**config.mk**
```make
export PLATFORM = sky130hd
export DESIGN_NAME = serial_link_shift_port_top
export DESIGN_NICKNAME = d
export VERILOG_FILES = /design/src/sv/slsp_pkg.sv /design/src/sv/slsp_core.sv /design/src/sv/serial_link_shift_port_top.sv
export SDC_FILE = /design/constraint.sdc
export NUM_CORES = 1
export LEC_CHECK = 0
export BUFFER_PORTS_ARGS = -buffer_cell sky130_fd_sc_hd__buf_2
export CORE_MARGIN = 3
export CORE_UTILIZATION = 25
export DETAILED_ROUTE_END_ITERATION = 12
export PLACE_DENSITY = 0.39
export SLEW_MARGIN = 5
export SYNTH_ARGS = -nofsm -noshare
export SYNTH_HDL_FRONTEND = slang
export SYNTH_SLANG_ARGS = --single-unit
```
**constraint.sdc**
```tcl
create_clock -name clk -period 4.6 [get_ports clk]
set_clock_uncertainty 0.05 [all_clocks]
set_input_delay 1.38 -clock clk [delete_from_list [all_inputs] [get_ports clk]]
set_output_delay 1.38 -clock clk [all_outputs]
set_load 0.05 [all_outputs]
```
**src/sv/slsp_pkg.sv**
```systemverilog
package slsp_pkg;

	localparam logic [1:0] FUNC_TICK = 2'd0;
	localparam logic [1:0] FUNC_DATA = 2'd1;
	localparam logic [1:0] FUNC_CTRL = 2'd2;

	localparam logic [9:0] FAST_PERIOD   = 10'd16;
	localparam logic [9:0] SLOW_PERIOD   = 10'd512;
	localparam logic [9:0] TICK_CYCLES   = 10'd4;
	localparam logic [3:0] BITS_PER_BYTE = 4'd8;

	localparam int CTRL_START  = 7;
	localparam int CTRL_FAST   = 1;
	localparam int CTRL_INTCLK = 0;

	typedef struct packed {
		logic [1:0] func;
		logic [7:0] write_value;
		logic       partner_bit;
		logic       partner_connected;
	} slsp_in_t;

	typedef struct packed {
		logic [7:0] data_byte;
		logic [7:0] control_byte;
		logic       bit_sent;
		logic       bit_shifted;
		logic       serial_interrupt;
		logic       partner_notify;
	} slsp_out_t;

endpackage

```
**src/sv/slsp_core.sv**
```systemverilog
module slsp_core (
	input  logic              clk,
	input  logic              arst_n,
	input  logic              advance,
	input  logic              color_mode,
	input  slsp_pkg::slsp_in_t  item,
	output slsp_pkg::slsp_out_t result
);
	import slsp_pkg::*;

	logic [9:0] cycle_count_q, cycle_count_d;
	logic [9:0] bit_period_q, bit_period_d;
	logic [3:0] bits_done_q, bits_done_d;
	logic [7:0] data_reg_q, data_reg_d;
	logic [7:0] control_reg_q, control_reg_d;

	always_comb begin
		logic [9:0] sum;
		logic       incoming;
		sum           = cycle_count_q + TICK_CYCLES;
		incoming      = item.partner_connected ? item.partner_bit : 1'b1;
		cycle_count_d = cycle_count_q;
		bit_period_d  = bit_period_q;
		bits_done_d   = bits_done_q;
		data_reg_d    = data_reg_q;
		control_reg_d = control_reg_q;
		result        = '0;
		unique case (item.func)
			FUNC_DATA: begin
				data_reg_d = item.write_value;
			end
			FUNC_CTRL: begin
				control_reg_d = item.write_value;
				bit_period_d  = (color_mode && item.write_value[CTRL_FAST]) ?
					FAST_PERIOD : SLOW_PERIOD;
			end
			FUNC_TICK: begin
				cycle_count_d = sum;
				if (sum >= bit_period_q) begin
					cycle_count_d = sum - bit_period_q;
					if (control_reg_q[CTRL_START] && control_reg_q[CTRL_INTCLK]) begin
						if (bits_done_q < BITS_PER_BYTE) begin
							bits_done_d        = bits_done_q + 4'd1;
							result.bit_sent    = data_reg_q[7];
							data_reg_d         = {data_reg_q[6:0], incoming};
							result.bit_shifted = 1'b1;
						end else begin
							bits_done_d                = '0;
							control_reg_d[CTRL_START]  = 1'b0;
							result.serial_interrupt    = 1'b1;
							result.partner_notify      = item.partner_connected;
						end
					end
				end
			end
			default: begin
			end
		endcase
		result.data_byte    = data_reg_d;
		result.control_byte = control_reg_d;
	end

	always_ff @(posedge clk or negedge arst_n) begin
		if (!arst_n) begin
			cycle_count_q <= '0;
			bit_period_q  <= SLOW_PERIOD;
			bits_done_q   <= '0;
			data_reg_q    <= '0;
			control_reg_q <= '0;
		end else if (advance) begin
			cycle_count_q <= cycle_count_d;
			bit_period_q  <= bit_period_d;
			bits_done_q   <= bits_done_d;
			data_reg_q    <= data_reg_d;
			control_reg_q <= control_reg_d;
		end
	end

	a_bits_bound: assert property (@(posedge clk) disable iff (!arst_n)
		bits_done_q <= BITS_PER_BYTE)
		else $error("bit count past one byte");

	a_period_legal: assert property (@(posedge clk) disable iff (!arst_n)
		bit_period_q == FAST_PERIOD || bit_period_q == SLOW_PERIOD)
		else $error("illegal bit period");

	a_period_only_on_ctrl: assert property (@(posedge clk) disable iff (!arst_n)
		!(advance && item.func == FUNC_CTRL) |=> $stable(bit_period_q))
		else $error("bit period changed without control write");

endmodule

```
**src/sv/serial_link_shift_port_top.sv**
```systemverilog
// Accepted beats pass the input register, then the result register.
// Throughput: one beat per cycle; the input register and the result register
// advance together whenever the result register is empty or being drained.
// Reset (arst_n low, asynchronous): data and control bytes, cycle and bit
// counters and color mode clear, bit period returns to 512, no beats held.
module serial_link_shift_port_top (
	input  logic                clk,
	input  logic                arst_n,
	input  logic                cfg_we,
	input  logic                cfg_wdata,
	input  logic                in_valid,
	output logic                in_stall,
	input  slsp_pkg::slsp_in_t  in_data,
	output logic                out_valid,
	input  logic                out_stall,
	output slsp_pkg::slsp_out_t out_data
);
	import slsp_pkg::*;

	logic      color_mode_q;
	logic      valid_s1;
	slsp_in_t  item_s1;
	logic      advance;
	slsp_out_t result;

	assign advance  = valid_s1 && (!out_valid || !out_stall);
	assign in_stall = valid_s1 && !advance;

	always_ff @(posedge clk or negedge arst_n) begin
		if (!arst_n) begin
			color_mode_q <= 1'b0;
		end else if (cfg_we) begin
			color_mode_q <= cfg_wdata;
		end
	end

	always_ff @(posedge clk or negedge arst_n) begin
		if (!arst_n) begin
			valid_s1 <= 1'b0;
		end else if (!in_stall) begin
			valid_s1 <= in_valid;
		end
	end

	always_ff @(posedge clk) begin
		if (!in_stall && in_valid) begin
			item_s1 <= in_data;
		end
	end

	slsp_core u_core (
		.clk        (clk),
		.arst_n     (arst_n),
		.advance    (advance),
		.color_mode (color_mode_q),
		.item       (item_s1),
		.result     (result)
	);

	always_ff @(posedge clk or negedge arst_n) begin
		if (!arst_n) begin
			out_valid <= 1'b0;
		end else if (!out_valid || !out_stall) begin
			out_valid <= valid_s1;
		end
	end

	always_ff @(posedge clk) begin
		if (advance) begin
			out_data <= result;
		end
	end

	a_notify_needs_irq: assert property (@(posedge clk) disable iff (!arst_n)
		out_valid |-> (!out_data.partner_notify || out_data.serial_interrupt))
		else $error("partner notify without interrupt");

	a_sent_needs_shift: assert property (@(posedge clk) disable iff (!arst_n)
		out_valid |-> (!out_data.bit_sent || out_data.bit_shifted))
		else $error("bit sent without shift");

	a_irq_excl_shift: assert property (@(posedge clk) disable iff (!arst_n)
		out_valid |-> !(out_data.serial_interrupt && out_data.bit_shifted))
		else $error("interrupt and shift in one beat");

	a_advance_fills_out: assert property (@(posedge clk) disable iff (!arst_n)
		advance |=> out_valid)
		else $error("processed beat lost");

endmodule
```
==> results.py <==
metrics = {
    "run_status": {
        "status": "completed",
    },
    "worst_setup_path": {
        "cp_top_family": "buffers and inverters",
        "slowest_delay_ns": 0.25,
        "worstPathArrival_ns": 1.88,
        "crit_type": "in -> out",
        "required_ns": 3.17,
        "cp-end-kind": "output pin",
        "cp_common_cell": "buf_2",
        "critPathBufInv": 3,
        "path_depth": 4,
        "critical-path-slowest-cell": "buf_2",
        "crit_fanout": 3,
        "path_cells": "buf_2 -> nand3_1 -> inv_1 -> buf_2",
        "cp-start-kind": "primary input",
        "r2r_cells": 9,
    },
    "power_and_ir_drop": {
        "pwr_density_cell_mw_per_mm2": 555.5,
        "ir_worst_vdd_mv": 0.1685,
        "power_leakage_nw": 1.573,
    },
    "flow_run": {
        "drv_cap": 0,
    },
    "synthesis": {
        "synthAdderAreaFrac_pct": 1.962,
        "ys_seq_area_share_pct": 56.06,
        "synth_cell_types": 52,
        "synth-edff-count": 32,
        "synthTopCellsByArea": "edfxtp_1, dfrtp_1, mux2_2",
        "synth_largest_area_cell": "edfxtp_1",
        "synth_cells": 281,
        "ys_ff_latch": 65,
        "synth_top_area_share_pct": 30.13,
        "synth_compound_area_share_pct": 14.16,
        "yosysMostFrequentCell": "nand2_1",
        "syn_avg_cell_area_um2": 11.35,
        "netlist_top_cells_count": "nand2_1, dfrtp_1, edfxtp_1",
        "synthArstFlopShare_pct": 50.77,
        "synth_xor_area_share_pct": 1.922,
        "ys_warn_count": 0,
        "ys_dominant_reg_cell": "edfxtp_1",
        "synthSimpleGateAreaFrac_pct": 16.83,
        "synth_area_mm2": 0.003189,
        "synth_mux_area_share_pct": 6.395,
        "synth_fp_nets": 304,
        "synth_top_family_by_area": "simple AND/OR/NAND/NOR gates",
    },
    "cells_and_area": {
        "design_area_mm2": 0.003887,
        "diodes": 0,
        "register_area_mm2": 0.001788,
        "num-fill-cells": 1251,
        "fin_nets": 346,
        "multi_input_area_mm2": 0.001316,
        "syn_to_final_growth_pct": 21.89,
        "drive_above_1_share_pct": 25.30,
    },
    "timing": {
        "max_slew_margin_pct": 44.78,
        "worstMarginPinSlew_ns": 0.8283,
        "final_hold_viol_count": 0,
        "worst_slack_ns": 1.293,
        "fmax_mhz": 302.4,
        "rsz0062_at_grt": "false",
        "tns_ns": 0,
        "drv_slew": 0,
        "period_minus_slack_ns": 3.307,
        "layout_worst_path_cycle_share_pct": 71.90,
        "setup_viol": 0,
    },
    "floorplan": {
        "num_rows": 40,
        "fp.dieH_um": 118.9,
        "pin_count": 40,
        "die_x_um": 118.9,
        "start_util_pct": 26.01,
        "dieArea_mm2": 0.01415,
        "core_mm2": 0.01226,
    },
    "placed_design": {
        "gp_congestion": 0.8008,
        "port_buffers": 39,
        "dp_hpwl_um": 5082,
        "place_area_mm2": 0.003558,
        "pre_cts_ws_ns": 1.181,
    },
    "clock_network": {
        "cts-root-buf": "clkbuf_16",
        "clk-insertion-delay-late_ns": 0.32,
        "cts_hold_buffers": 0,
        "ctsResizeCount": 0,
        "clk_pin_slew_ns": 0.05,
        "postCtsSetupBuffers": 0,
        "cts_sinks": 65,
        "clock_path_buffers": 2,
        "cts_tree": "yes",
        "cts_buffers": 9,
        "htree_levels": 3,
    },
    "global_routing": {
        "grt_overflow_total": 0,
        "antenna_found_initial": 0,
        "grt_max_degree": 34,
        "grt_pass1_wl_um": 12260,
        "track_usage_pct": 10.95,
        "grt_pass1_vias": 2258,
    },
    "detailed_routing": {
        "drt_iter0_drc": 75,
        "drc": 0,
        "vias_per_cell": 4.605,
        "wl_per_cell_um": 14.87,
        "route.final.wire_length_um": 7377,
        "vias": 2284,
        "drt.antenna.violating_nets": 0,
        "drt-pass1-iter-count": 4,
    },
    "worst_hold_path": {
        "hold_class": "reg -> reg",
        "min_path_cells": 1,
    },
}
==> layer usage <==
metal / wire length, um / global-route usage, %
met5: 0 / 0
met3: 351 / 1.994
met2: 2991 / 14.74
met4: 161 / 5.431
met1: 3873 / 16.55
==> power breakdown <==
group,switching (mW),internal (mW)
Combinational,0.350,0.204
Sequential,0.113,0.742
Clock,0.260,0.491
==> final timing paths <==
| check | endpoint | startpoint | slack, ns |
|---|---|---|---|
| worst max-delay path | in_stall | out_stall | 1.29 |
| worst min-delay path | out_valid$_DFFE_PN0N_ | valid_s1$_DFFE_PN0N_ | 0.44 |
| worst max register to register | out_data[11]$_DFFE_PP_ | u_core.cycle_count_q[2]$_DFFE_PN0P_ | 1.31 |
| worst min register to register | out_valid$_DFFE_PN0N_ | valid_s1$_DFFE_PN0N_ | 0.44 |
| max in group asynchronous | u_core.data_reg_q[7]$_DFFE_PN0P_ | arst_n | 2.87 |
| min in group asynchronous | color_mode_q$_DFFE_PN0P_ | arst_n | 1.11 |
==> sequential cells by signal, indices dropped and copies added, names as in the netlist <==
name	flops
out_data	20
item_s1	12
u_core.control_reg_q	8
u_core.cycle_count_q	8
u_core.data_reg_q	8
u_core.bits_done_q	4
u_core.bit_period_q	2
color_mode_q	1
out_valid	1
valid_s1	1
==> layout make-up <==
cell class,instances,share of cell area [%]
sequential,65,45.99
inverter,9,0.8690
multi-input combinational,197,33.86
clock inverter,6,2.317
tap,168,5.407
timing repair buffer,41,5.407
clock buffer,10,6.147
==> through the flow <==
stage	power, mW	hold slack [ns]	instances	utilization (%)
after floorplan	1.281	0.4061	281	-
after global placement	1.423	0.4350	480	29.02
after detailed placement	1.420	0.4395	480	29.02
after CTS	2.183	0.4516	496	31.70
after global routing	2.288	0.4793	496	31.70
final	2.159	0.4446	496	31.70
==> logic make-up (layout without fill, tap and decap cells) <==
family / after synthesis / count (layout)
flip-flops: 65 / 65
AO/OA/AOI/OAI: 58 / 58
multiplexers: 18 / 18
buffers and inverters: 19 / 66
XOR/XNOR: 7 / 7
adder cells (fa/ha/maj): 5 / 5
AND/OR/NAND/NOR: 109 / 109
==> placed cells by master (no fill, tap or decap), drive strengths merged, types with 4 or more instances in the layout <==
cell type / synthesis / layout
o21ai: 8 / 8
nand3: 22 / 22
dfrtp: 32 / 32
ha: 5 / 5
a21o: 4 / 4
clkbuf: 4 / 10
buf: 6 / 41
inv: 9 / 10
nor3: 8 / 8
nand2: 33 / 33
a31oi: 4 / 4
a22oi: 5 / 5
nor4: 4 / 4
nor2: 18 / 18
a21boi: 6 / 6
o2bb2ai: 7 / 7
xnor2: 4 / 4
edfxtp: 32 / 32
mux2: 16 / 16
a21oi: 9 / 9
No activity file was read; power rests on OpenSTA's default activity.
